**config.mk**
```make
export PLATFORM = sky130hd
export DESIGN_NAME = vn_div
export DESIGN_NICKNAME = d
export VERILOG_FILES = /design/src/sv/vn_pkg.sv /design/src/sv/vn_div.sv
export SDC_FILE = /design/constraint.sdc
export NUM_CORES = 2
export LEC_CHECK = 0
export BUFFER_PORTS_ARGS = -buffer_cell sky130_fd_sc_hd__buf_2
export CORE_ASPECT_RATIO = 0.5
export CORE_UTILIZATION = 54
export DETAILED_ROUTE_END_ITERATION = 6
export PLACE_DENSITY = 0.7
export SLEW_MARGIN = 10
export SYNTH_ARGS = -nofsm -noshare
export SYNTH_HDL_FRONTEND = slang
export SYNTH_SLANG_ARGS = --single-unit
```
**constraint.sdc**
```tcl
create_clock -name clk_i -period 6.4 [get_ports clk_i]
set_clock_uncertainty 0.2 [all_clocks]
set_input_delay 1.28 -clock clk_i [delete_from_list [all_inputs] [get_ports clk_i]]
set_output_delay 1.28 -clock clk_i [all_outputs]
set_load 0.02 [all_outputs]
```
**src/sv/vn_pkg.sv**
```systemverilog
// Shared widths, pipeline depths and types for the vector normalizer.
package vn_pkg;

  localparam int unsigned COMP_W    = 32;  // input component, Q16.16
  localparam int unsigned SQ_W      = 64;  // sum of squares, Q32.32
  localparam int unsigned LEN_W     = 32;  // length, Q16.16
  localparam int unsigned UNIT_W    = 18;  // unit component, Q1.16
  localparam int unsigned FRAC_W    = 17;  // numerator shift (Q1.16 plus round bit)
  localparam int unsigned REM_W     = LEN_W + 2;
  localparam int unsigned DEN_W     = LEN_W + 1;
  localparam int unsigned NUM_W     = COMP_W + FRAC_W;

  localparam int unsigned SQRT_STEPS = SQ_W / 2;
  localparam int unsigned SQRT_LAT   = SQRT_STEPS + 2;
  localparam int unsigned DIV_STEPS  = UNIT_W;
  localparam int unsigned DIV_LAT    = DIV_STEPS + 2;
  localparam int unsigned FRONT_LAT  = 3;
  localparam int unsigned TOTAL_LAT  = FRONT_LAT + SQRT_LAT + DIV_LAT;

  localparam logic [UNIT_W-1:0] UNIT_ONE = UNIT_W'(65536);

  // magnitudes and signs that ride alongside the length computation
  typedef struct packed {
    logic [COMP_W-1:0] mx;
    logic [COMP_W-1:0] my;
    logic [COMP_W-1:0] mz;
    logic              nx;
    logic              ny;
    logic              nz;
  } side_t;

endpackage

```
**src/sv/vn_div.sv**
```systemverilog
// Pipelined restoring divider: one component magnitude over length, to signed Q1.16.
module vn_div (
  input  logic                       clk_i,
  input  logic [vn_pkg::COMP_W-1:0]  mag_i,
  input  logic                       neg_i,
  input  logic                       zero_i,
  input  logic [vn_pkg::LEN_W-1:0]   len_i,
  output logic [vn_pkg::UNIT_W-1:0]  unit_o
);

  localparam int unsigned N = vn_pkg::DIV_STEPS;

  logic [vn_pkg::NUM_W-1:0]  num;
  logic [vn_pkg::DEN_W-1:0]  den_q [N+1];
  logic [vn_pkg::DEN_W-1:0]  r_q   [N+1];
  logic [N-1:0]              q_q   [N+1];
  logic                      neg_q [N+1];
  logic                      zero_q[N+1];
  logic [vn_pkg::UNIT_W-1:0] unit_q;
  logic [vn_pkg::UNIT_W-1:0] qc;

  // numerator mag*2^17 + len, denominator 2*len: rounds half away from zero
  assign num = {mag_i, vn_pkg::FRAC_W'(0)} + vn_pkg::NUM_W'(len_i);

  always_ff @(posedge clk_i) begin
    den_q[0]  <= {len_i, 1'b0};
    r_q[0]    <= vn_pkg::DEN_W'(num[vn_pkg::NUM_W-1:N]);
    q_q[0]    <= num[N-1:0];
    neg_q[0]  <= neg_i;
    zero_q[0] <= zero_i;
  end

  for (genvar k = 0; k < N; k++) begin : g_step
    logic [vn_pkg::DEN_W:0] t;
    logic                   ge;
    assign t  = {r_q[k], q_q[k][N-1]};
    assign ge = (t >= {1'b0, den_q[k]});
    always_ff @(posedge clk_i) begin
      den_q[k+1]  <= den_q[k];
      r_q[k+1]    <= ge ? vn_pkg::DEN_W'(t - {1'b0, den_q[k]}) : vn_pkg::DEN_W'(t);
      q_q[k+1]    <= {q_q[k][N-2:0], ge};
      neg_q[k+1]  <= neg_q[k];
      zero_q[k+1] <= zero_q[k];
    end
  end

  assign qc = (q_q[N] > vn_pkg::UNIT_ONE) ? vn_pkg::UNIT_ONE : q_q[N];

  always_ff @(posedge clk_i) begin
    if (zero_q[N]) begin
      unit_q <= '0;
    end else if (neg_q[N]) begin
      unit_q <= '0 - qc;
    end else begin
      unit_q <= qc;
    end
  end

  assign unit_o = unit_q;

endmodule

```
==> impl_metrics.tcl <==
set metrics [dict create \
    synthMostInstantiatedCell "sky130_fd_sc_hd__dfxtp_1" \
    cts-resized-gates 0 \
    setup-violations-final 0 \
    hold_path_class "reg2reg" \
    grt.busiest_layer "met2" \
    synthTopCellsByCount "sky130_fd_sc_hd__dfxtp_1 (1,380), sky130_fd_sc_hd__inv_1 (706), sky130_fd_sc_hd__a21oi_1 (611), sky130_fd_sc_hd__ha_1 (590), sky130_fd_sc_hd__nand2_1 (422)" \
    power_switching_w 0.01545 \
    critical_path.endpoint_type "flop" \
    pre_cts_slack_ns 1.936 \
    timing.final.hold_violations 0 \
    finalWorstSetupSlack_ns 1.951 \
    worst-r2r-cell-count 14 \
    hold_ws_ns 0.1079 \
    setup.worst_path.end "r_q[12][12]$_DFF_P_" \
    final_max_slew_viol_count 0 \
    finalCoreUtilization 0.5978 \
    area_growth_syn_to_layout_pct 9.514 \
    ctsHtreeMaxLevel 3 \
    holdBufCountCts 0 \
    vias 46710 \
    combinationalPowerShare 0.490 \
    timing.rr.end "r_q[12][12]$_DFF_P_" \
    drtIter0Drc 2269 \
    globalRouteTotalUtil 0.2287 \
    synth_cells 6908 \
    synth-edff-count 0 \
    detail_route.drc_violations 0 \
    first_pass_iters 5 \
    drive_above_1_share 0.09146 \
    synth-main-ff-cell "sky130_fd_sc_hd__dfxtp_1" \
    power.switching_fraction 0.3861 \
    postSynthAreaPerCell_sq_um 9.336 \
    synth_seq_area_share 0.4283 \
    cp_top_family "compound AO/OA/AOI/OAI gates" \
    reg2reg_setup_slack_ns 1.95 \
    n_antenna_cell 0 \
    total_power_w 0.04001 \
    share_clk_of_total_power 0.188 \
    peak_supply_drop_mv 0.2979 \
    finalWorstPathRequiredPeriod_ns 4.449 \
    required_ns 6.87 \
    io_buffer_count 84 \
    overflow 0 \
    power_density_nw_per_um2 566.5 \
    initial_utilization 0.5459 \
    number_of_buffers_created_by_cts 119 \
    numClockSinks 1380 \
    fmax_mhz 224.8 \
    final_antenna_net_count 0 \
    post_detailed_routing_wire_length_um 140400 \
    fillCellCount 10350 \
    cp.depth 14 \
    cts.repair_timing.setup_buffer_count 0 \
    clk_pin_slew_worst_paths_ns 0.07 \
    detail_route.wl_per_cell_um 16.20 \
    synth.lib_cells_used.distinct 88 \
    met3_usage 0.03143 \
    first_pass_grt_wire_length_um 225800 \
    critical_path_peak_fanout 39 \
    p_seq_frac 0.322 \
    cpMaxStageDelayCell "sky130_fd_sc_hd__o21ai_4" \
    post-route-period-util 0.6952 \
    setup.worst_path.start_class "flop" \
    place.detailed.hpwl_um 109800 \
    tightestPinTransition_ns 1.099 \
    synthArstFlopShare 0 \
    clock_insertion_delay_worst_skew_ns 0.74 \
    die_h_um 246.4 \
    antenna_found_initial 0 \
    synth_top_cells_by_area "sky130_fd_sc_hd__dfxtp_1 (43%), sky130_fd_sc_hd__ha_1 (11%), sky130_fd_sc_hd__a21oi_1 (4.7%)" \
    fin_setup_tns_ns 0 \
    critPathKind "reg2reg" \
    finalWeightedCongestion 0.9581 \
    die_width_um 490.7 \
    placement_rows 89 \
    root_buffer_selected_by_cts "sky130_fd_sc_hd__clkbuf_16" \
    design.die.area_sq_um 120900 \
    setup_repair_after_global_routing_missed_its_margin "false" \
    critical_path_launch_point "q_q[11][12]$_DFF_P_" \
    relative_slew_margins 0.2674 \
    post_synth_instance_area_sq_um 64500 \
    power.static_leakage_nw 32.64 \
    grtUsageMet1 0.2703 \
    detail_route.vias_per_cell 5.390 \
    final_layout_net_count 7652 \
    grt_max_degree 63 \
    synth-warning-count 0 \
    worst-endpoint-arrival_ns 4.92 \
    synth_area_leader_cell "sky130_fd_sc_hd__dfxtp_1" \
    yosysTopAreaCellShare 0.4283 \
    ffs_latches_synth 1380 \
    max-clock-path-buffers 3 \
    worstReg2RegStart "q_q[11][12]$_DFF_P_" \
    critical_path.n_buffers_inverters 2 \
    core_region_area_sq_um 118200 \
    postSynthNetCount 7583 \
    cts_tree "yes" \
    critPathMostFrequentCell "sky130_fd_sc_hd__o21a_1" \
    result_of_the_run "finished clean" \
    cap_violations 0 \
    floorplan.io_pins 85 \
    critical_path.max_stage_delay_ns 0.89 \
    series_of_cell_instances_along_the_critical_path "inv_1 > ha_1 > nor2b_1 > o21a_1 > o21a_1 > o31a_1 > o21bai_1 > a41o_1 > o21ai_0 > nand4_1 > o21ai_4 > buf_4 > nor2_1 > a21oi_1" \
    cell_internal_power_dissipation_w 0.02456 \
    via_count_of_the_first_global_routing_pass 45500 \
    grt.met2_usage 0.4079 \
]
-- worst min path at each step --
stage                                   from                 end  slack [ns]  depth (start not counted)
after detailed placement  q_q[17][0]$_DFF_P_  q_q[18][1]$_DFF_P_        0.11                          0
after global routing       q_q[8][5]$_DFF_P_   q_q[9][6]$_DFF_P_        0.12                          0
final                      q_q[8][5]$_DFF_P_   q_q[9][6]$_DFF_P_        0.11                          0
after global placement    q_q[15][8]$_DFF_P_  q_q[16][9]$_DFF_P_        0.11                          0
after floorplan             neg_q[9]$_DFF_P_   neg_q[10]$_DFF_P_        0.11                          0
after CTS                  q_q[8][5]$_DFF_P_   q_q[9][6]$_DFF_P_        0.11                          0
-- worst register-to-register path: cells and delay by family, from the launching register on --
kind                     cells  cell delay (ns)
adder cells (fa/ha/maj)      1             0.30
buffers and inverters        2             0.46
flip-flops                   1             0.51
AO/OA/AOI/OAI                8             2.42
AND/OR/NAND/NOR              3             0.49
-- metal layers --
layer,share of wire,up-vias
met5,0,-
met4,0.049,0
met3,0.035,330
met2,0.47,957
met1,0.44,21360
li1,-,24060
-- logic make-up after synthesis --
logic type      Yosys count  share of synthesized area
fa+ha+maj               608                     0.1200
compound gates         1809                     0.1746
flops                  1380                     0.4283
buf+inv                 865                    0.05178
xor+xnor                503                    0.06831
mux                     292                    0.05069
simple gates           1451                     0.1063
-- cell type report --
| cell class | count | area, sq um | share of cell area |
|---|---|---|---|
| timing repair buffer | 106 | 598.1 | 0.008468 |
| inverter | 707 | 2654 | 0.03757 |
| tap | 1592 | 1992 | 0.02820 |
| clock buffer | 152 | 3282 | 0.04647 |
| sequential | 1380 | 27630 | 0.3911 |
| clock inverter | 66 | 832.0 | 0.01178 |
| multi-input combinational | 4663 | 33650 | 0.4764 |
-- power by group through the flow --
| stage | Clock [W] | Combinational, W | Sequential, W |
|---|---|---|---|
| after global routing | 0.00808 | 0.0218 | 0.0131 |
| final | 0.00753 | 0.0196 | 0.0129 |
| after detailed placement | 0 | 0.0193 | 0.0130 |
| after floorplan | 0 | 0.0158 | 0.0124 |
| after CTS | 0.00770 | 0.0195 | 0.0129 |
| after global placement | 0 | 0.0192 | 0.0131 |
-- state kept, by name (all words and copies together), names as in the netlist --
signal / count
r_q: 592
unit_o: 18
q_q: 325
den_q: 407
neg_q: 19
zero_q: 19
-- placed cells by master, fill, tap and decap left out, drive strengths merged, types with 27 or more instances in the layout --
cell	netlist	final
nor3	75	75
and3	45	45
nand2b	79	79
nor2b	94	94
a21o	260	260
mux2	274	274
o21bai	95	95
a21boi	27	27
o21a	75	75
inv	707	715
nand4	96	96
nor2	408	408
nand3	116	116
o21ai	403	403
clkbuf	115	152
o31ai	37	37
ha	590	590
xor2	184	184
buf	43	106
a31oi	69	69
clkinv	0	30
dfxtp	1380	1380
xnor2	319	319
nand2	422	422
a21oi	612	612
a211oi	40	40
-- stage by stage --
stage	cells	cell area (sq um)
floorplan	6908	64500
global placement	8448	66520
detailed placement	8448	66520
CTS	8666	70630
global route	8666	70630
finish	8666	70630
(Power assumes the default switching activity.)
