### src/sv/vn_pkg.sv
// Shared widths, pipeline depths and types for the vector normalizer.
package vn_pkg;

  localparam int unsigned COMP_W    = 32;  // input component, Q16.16
  localparam int unsigned SQ_W      = 64;  // sum of squares, Q32.32
  localparam int unsigned LEN_W     = 32;  // length, Q16.16
  localparam int unsigned UNIT_W    = 18;  // unit component, Q1.16
  localparam int unsigned FRAC_W    = 17;  // numerator shift (Q1.16 plus round bit)
  localparam int unsigned REM_W     = LEN_W + 2;
  localparam int unsigned DEN_W     = LEN_W + 1;
  localparam int unsigned NUM_W     = COMP_W + FRAC_W;

  localparam int unsigned SQRT_STEPS = SQ_W / 2;
  localparam int unsigned SQRT_LAT   = SQRT_STEPS + 2;
  localparam int unsigned DIV_STEPS  = UNIT_W;
  localparam int unsigned DIV_LAT    = DIV_STEPS + 2;
  localparam int unsigned FRONT_LAT  = 3;
  localparam int unsigned TOTAL_LAT  = FRONT_LAT + SQRT_LAT + DIV_LAT;

  localparam logic [UNIT_W-1:0] UNIT_ONE = UNIT_W'(65536);

  // magnitudes and signs that ride alongside the length computation
  typedef struct packed {
    logic [COMP_W-1:0] mx;
    logic [COMP_W-1:0] my;
    logic [COMP_W-1:0] mz;
    logic              nx;
    logic              ny;
    logic              nz;
  } side_t;

endpackage

### src/sv/vn_sqrt.sv
// Pipelined integer square root, one result bit per stage, rounded to nearest.
module vn_sqrt (
  input  logic                       clk_i,
  input  logic [vn_pkg::SQ_W-1:0]    s_i,
  output logic [vn_pkg::LEN_W-1:0]   len_o
);

  localparam int unsigned N = vn_pkg::SQRT_STEPS;

  logic [vn_pkg::SQ_W-1:0]  s_q    [N+1];
  logic [vn_pkg::REM_W-1:0] rem_q  [N+1];
  logic [vn_pkg::LEN_W-1:0] root_q [N+1];
  logic [vn_pkg::LEN_W-1:0] len_q;

  always_ff @(posedge clk_i) begin
    s_q[0]    <= s_i;
    rem_q[0]  <= '0;
    root_q[0] <= '0;
  end

  for (genvar k = 0; k < N; k++) begin : g_step
    logic [vn_pkg::REM_W+1:0] t;
    logic [vn_pkg::REM_W+1:0] trial;
    logic                     ge;
    assign t     = {rem_q[k], s_q[k][vn_pkg::SQ_W-1 -: 2]};
    assign trial = {2'b00, root_q[k], 2'b01};
    assign ge    = (t >= trial);
    always_ff @(posedge clk_i) begin
      s_q[k+1]    <= {s_q[k][vn_pkg::SQ_W-3:0], 2'b00};
      rem_q[k+1]  <= ge ? vn_pkg::REM_W'(t - trial) : vn_pkg::REM_W'(t);
      root_q[k+1] <= {root_q[k][vn_pkg::LEN_W-2:0], ge};
    end
  end

  // remainder above root means the true root is past the half point
  always_ff @(posedge clk_i) begin
    len_q <= root_q[N] + vn_pkg::LEN_W'(rem_q[N] > {2'b00, root_q[N]});
  end

  assign len_o = len_q;

endmodule

### config.mk
export PLATFORM = sky130hd
export DESIGN_NAME = vn_sqrt
export DESIGN_NICKNAME = d
export VERILOG_FILES = /design/src/sv/vn_pkg.sv /design/src/sv/vn_sqrt.sv
export SDC_FILE = /design/constraint.sdc
export NUM_CORES = 2
export LEC_CHECK = 0
export ABC_CLOCK_PERIOD_IN_PS = 7560
export BUFFER_PORTS_ARGS = -buffer_cell sky130_fd_sc_hd__buf_2
export CORE_ASPECT_RATIO = 0.8
export CORE_MARGIN = 1.5
export CORE_UTILIZATION = 50
export DETAILED_ROUTE_END_ITERATION = 10
export PLACE_DENSITY = 0.65
export SLEW_MARGIN = 20
export SYNTH_ARGS = -nofsm -noshare
export SYNTH_HDL_FRONTEND = slang
export SYNTH_MEMORY_MAX_BITS = 65536
export SYNTH_SLANG_ARGS = --single-unit
### constraint.sdc
create_clock -name clk_i -period 7.56 [get_ports clk_i]
set_input_delay 1.512 -clock clk_i [delete_from_list [all_inputs] [get_ports clk_i]]
set_output_delay 1.512 -clock clk_i [all_outputs]
set_load 0.02 [all_outputs]
==> flow_results.xml <==
<?xml version="1.0" encoding="UTF-8"?>
<metrics>
  <group name="status">
    <metric name="outcome" unit="">finished, final reports clean</metric>
  </group>
  <group name="floorplanning">
    <metric name="io_pins" unit="">97</metric>
    <metric name="die_height" unit="um">397</metric>
    <metric name="starting_density" unit="%">50.3</metric>
    <metric name="standard_cell_row_count" unit="">144</metric>
    <metric name="chipWidth" unit="um">495</metric>
    <metric name="design.core.area" unit="sq um">192000</metric>
    <metric name="die_area" unit="sq um">196000</metric>
  </group>
  <group name="global_route">
    <metric name="first_global_vias" unit="">63192</metric>
    <metric name="antenna_violations_before_repair" unit="">4</metric>
    <metric name="globalRoute.totalOverflow" unit="">0</metric>
    <metric name="largest_net_degree_at_the_start_of_global_routing" unit="">67</metric>
    <metric name="grt_first_pass_wirelength" unit="um">327000</metric>
    <metric name="grt_use_total" unit="%">20.4</metric>
  </group>
  <group name="setup_path">
    <metric name="crit_path_top_delay_cell" unit="">o31ai_1</metric>
    <metric name="critPathLaunch" unit="">root_q[20][6]</metric>
    <metric name="cp.required" unit="ps">8320</metric>
    <metric name="launch_point_of_the_worst_reg_to_reg_path" unit="">root_q[20][6]</metric>
    <metric name="stage_delay_of_the_slowest_cell_on_the_critical_path" unit="ps">560</metric>
    <metric name="timing.critical_path.arrival" unit="ps">5020</metric>
    <metric name="cp_common_cell" unit="">a21oi_1</metric>
    <metric name="crit_type" unit="">reg2reg</metric>
    <metric name="worst_setup_path_end_kind" unit="">register</metric>
    <metric name="crit_chain" unit="">inv_1 &gt; ha_1 &gt; and4_1 &gt; nand3_1 &gt; a21oi_1 &gt; a2111oi_2 &gt; buf_4 &gt; o31ai_1 &gt; a21oi_1 &gt; inv_2 &gt; and2_1 &gt; nand2_1 &gt; nor3_1 &gt; xor2_1</metric>
    <metric name="worst_path_fanout_max" unit="">37</metric>
    <metric name="startpoint_type" unit="">register</metric>
  </group>
  <group name="hold_path">
    <metric name="timing.hold.worst.class" unit="">reg2reg</metric>
    <metric name="hp-start" unit="">s_q[0][1262]</metric>
  </group>
  <group name="logic_synthesis">
    <metric name="synth-async-reset-ratio" unit="%">0</metric>
    <metric name="synth_cell_type_count" unit="">92</metric>
    <metric name="mappedNetlistNets" unit="">10220</metric>
    <metric name="netlist_area" unit="sq um">96800</metric>
    <metric name="synth_warnings" unit="">0</metric>
    <metric name="synthesis.area_per_instance" unit="sq um">10.1</metric>
    <metric name="synth_top_flop_cell" unit="">dfxtp_1</metric>
    <metric name="portion_of_the_post_synthesis_area_used_by_sequential_elements" unit="%">54.9</metric>
    <metric name="synth_enable_flop_cells" unit="">0</metric>
    <metric name="synth_cells" unit="">9557</metric>
    <metric name="yosys_register_bits" unit="">2653</metric>
  </group>
  <group name="power_and_ir_drop">
    <metric name="power_density_over_the_cells" unit="nW/um^2">345</metric>
    <metric name="power.clock.fraction" unit="%">34.8</metric>
    <metric name="seq_power_share" unit="%">48.3</metric>
    <metric name="internal_power" unit="mW">27.0</metric>
    <metric name="sw_frac_of_total" unit="%">28.2</metric>
    <metric name="ir_worst_vdd" unit="mV">0.284</metric>
    <metric name="power.leakage" unit="nW">51.6</metric>
    <metric name="power.net_switching" unit="mW">10.6</metric>
    <metric name="share_comb_of_total_power" unit="%">16.9</metric>
  </group>
  <group name="timing">
    <metric name="relSlewSlack" unit="%">23.7</metric>
    <metric name="maxSlewViolCount" unit="">0</metric>
    <metric name="setup_viol" unit="">0</metric>
    <metric name="timing.final.crit_share" unit="%">56.3</metric>
    <metric name="timing.clock.skew" unit="ps">40.4</metric>
    <metric name="report.final.hold_viol_count" unit="">0</metric>
    <metric name="pin_slew_with_the_least_headroom_to_its_limit" unit="ps">1130</metric>
    <metric name="fin_setup_tns" unit="ps">0</metric>
    <metric name="fmaxAchievable" unit="GHz">0.235</metric>
    <metric name="final.min_clock_period" unit="ps">4260</metric>
    <metric name="grt_setup_unrepaired" unit="">no</metric>
  </group>
  <group name="cts">
    <metric name="cts_buffers" unit="">238</metric>
    <metric name="post_cts_hold_buffer_count" unit="">0</metric>
    <metric name="post_cts_resized" unit="">0</metric>
    <metric name="htreeDepth" unit="">4</metric>
    <metric name="cts-root-buf" unit="">clkbuf_16</metric>
    <metric name="post-cts-setup-buffers" unit="">0</metric>
    <metric name="clk_transition_reported_paths" unit="ps">60</metric>
    <metric name="clock_latency_on_the_worst_skew_pair" unit="ps">850</metric>
    <metric name="cts_tree" unit="">done</metric>
    <metric name="cts_buffer_depth" unit="">3</metric>
    <metric name="cts_sinks" unit="">2653</metric>
  </group>
  <group name="job">
    <metric name="drv.max_cap_violation_count" unit="">0</metric>
  </group>
  <group name="place">
    <metric name="detailedPlacementHpwl" unit="um">152000</metric>
    <metric name="numPortBuffers" unit="">96</metric>
    <metric name="placed_cells_incl_taps" unit="">12056</metric>
    <metric name="place.gp.congestion" unit="">0.916</metric>
  </group>
  <group name="drt">
    <metric name="avgViaCountPerCell" unit="">5.21</metric>
    <metric name="antenna_left" unit="">0</metric>
    <metric name="drt_wl_cell" unit="um">16.1</metric>
    <metric name="vias" unit="">65104</metric>
    <metric name="drt-pass1-iter-count" unit="">6</metric>
    <metric name="drtIter0Drc" unit="">4184</metric>
    <metric name="remaining_drc_errors" unit="">0</metric>
    <metric name="totalWireLength" unit="um">202000</metric>
  </group>
  <group name="final_layout">
    <metric name="final_common_cell" unit="">dfxtp_1</metric>
    <metric name="final_layout_size_suffix_gt1_share" unit="%">6.92</metric>
    <metric name="layout_common_cells" unit="">2653 x dfxtp_1, 777 x inv_1, 680 x nand2_1</metric>
    <metric name="fin_nets" unit="">10405</metric>
    <metric name="flow.area_growth_from_synthesis" unit="%">12.5</metric>
    <metric name="antenna-diode-count" unit="">0</metric>
    <metric name="stdcell_count" unit="">12497</metric>
  </group>
</metrics>
-- metrics by stage --
step / util [%] / instance area [sq um] / power [mW] / hold slack (ps) / setup WS, ps
2_1_floorplan: - / 96800 / 22.8 / 310 / 4300
3_3_place_gp: 52.0 / 100000 / 24.6 / 310 / 3450
3_5_place_dp: 52.0 / 100000 / 24.7 / 312 / 3430
4_1_cts: 56.5 / 109000 / 37.9 / 310 / 3390
5_1_grt: 56.6 / 109000 / 39.5 / 319 / 3120
6_report: 56.6 / 109000 / 37.5 / 305 / 3300
-- sequential cells by signal (all words and copies together) (netlist names) --
name	count
len_o	32
rem_q	1037
root_q	528
s_q	1056
-- synthesized netlist by cell type (8+ instances only) --
library cell / number / area (sq um)
a2111oi_0: 21 / 184
xor2_1: 452 / 3960
a31oi_1: 55 / 344
nand2_1: 680 / 2550
o41ai_1: 16 / 140
ha_1: 598 / 7480
dfxtp_1: 2653 / 53100
a21oi_1: 612 / 3060
nand3_1: 170 / 851
and2_1: 24 / 150
nand4_1: 102 / 638
nor3_1: 235 / 1180
inv_1: 777 / 2920
clkbuf_1: 156 / 586
o2111ai_1: 14 / 123
or4_1: 55 / 413
o21a_1: 90 / 676
a211o_1: 11 / 96.3
xnor2_1: 445 / 3900
o21ai_0: 497 / 2490
and4_1: 10 / 87.6
a21o_1: 284 / 2130
mux2_2: 66 / 743
nor4_1: 115 / 719
nor2_1: 562 / 2110
and3_1: 46 / 288
or2_2: 43 / 269
buf_1: 10 / 37.5
nand3b_1: 25 / 188
o31ai_1: 58 / 435
nor4b_1: 12 / 105
nor2b_1: 83 / 519
nor3b_1: 16 / 120
a221oi_1: 8 / 70.1
a311oi_1: 9 / 78.8
o211ai_1: 29 / 218
o21bai_1: 71 / 533
nand4b_1: 10 / 87.6
a211oi_1: 44 / 330
buf_2: 10 / 50.1
o31a_1: 8 / 70.1
a21boi_0: 19 / 143
or3_1: 110 / 688
mux2i_1: 11 / 110
nand2b_1: 113 / 707
-- layer usage --
metal | track usage [%] | part of all wire [%] | up-vias
li1 | - | - | 32952
met1 | 27.7 | 47 | 30473
met2 | 33.6 | 46 | 1355
met3 | 3.17 | 4.6 | 324
met4 | 5.27 | 2.3 | 0
met5 | 0 | 0 | -
-- worst max-delay path, delay by kind of cell, from the launching register on --
kind,cells,cell delay (ps)
and+or+nand+nor,5,1160
AOI/OAI and AO/OA,4,1150
buffers and inverters,3,810
DFF,1,430
adders and majority gates,1,420
xor gates and xnor gates,1,180
-- logic make-up after synthesis --
logic type / count (synthesis) / synth area share, %
XOR/XNOR: 897 / 8.12
buffers and inverters: 963 / 3.78
adder cells (fa/ha/maj): 598 / 7.73
AO/OA/AOI/OAI: 1928 / 12.2
multiplexers: 77 / 0.882
AND/OR/NAND/NOR: 2440 / 12.4
other: 1 / 0.00387
flip-flops: 2653 / 54.9
-- power by group through the flow --
stage / clock network, mW / registers, mW / logic (mW)
3_3_place_gp: 0 / 18.4 / 6.20
2_1_floorplan: 0 / 17.9 / 4.88
3_5_place_dp: 0 / 18.4 / 6.29
4_1_cts: 13.4 / 18.2 / 6.35
6_report: 13.1 / 18.1 / 6.34
5_1_grt: 14.0 / 18.4 / 7.14
-- layout make-up --
| cell class | instances | area, sq um |
|---|---|---|
| fillers | 16553 | 83600 |
| flip-flops and latches | 2653 | 53100 |
| multi-input cells | 5941 | 40100 |
| clock buffers | 321 | 6800 |
| well taps | 2555 | 3200 |
| inverters | 779 | 2920 |
| clock inverters | 119 | 1960 |
| repair buffers | 129 | 736 |
-- final timing paths --
kind                   end  slack, ps  depth (start not counted)
max reg2reg  rem_q[21][27]       3300                         14
max          rem_q[21][27]       3300                         14
min reg2reg   s_q[0][1328]        300                          0
min           s_q[0][1328]        300                          0
(Power assumes the default switching activity.)
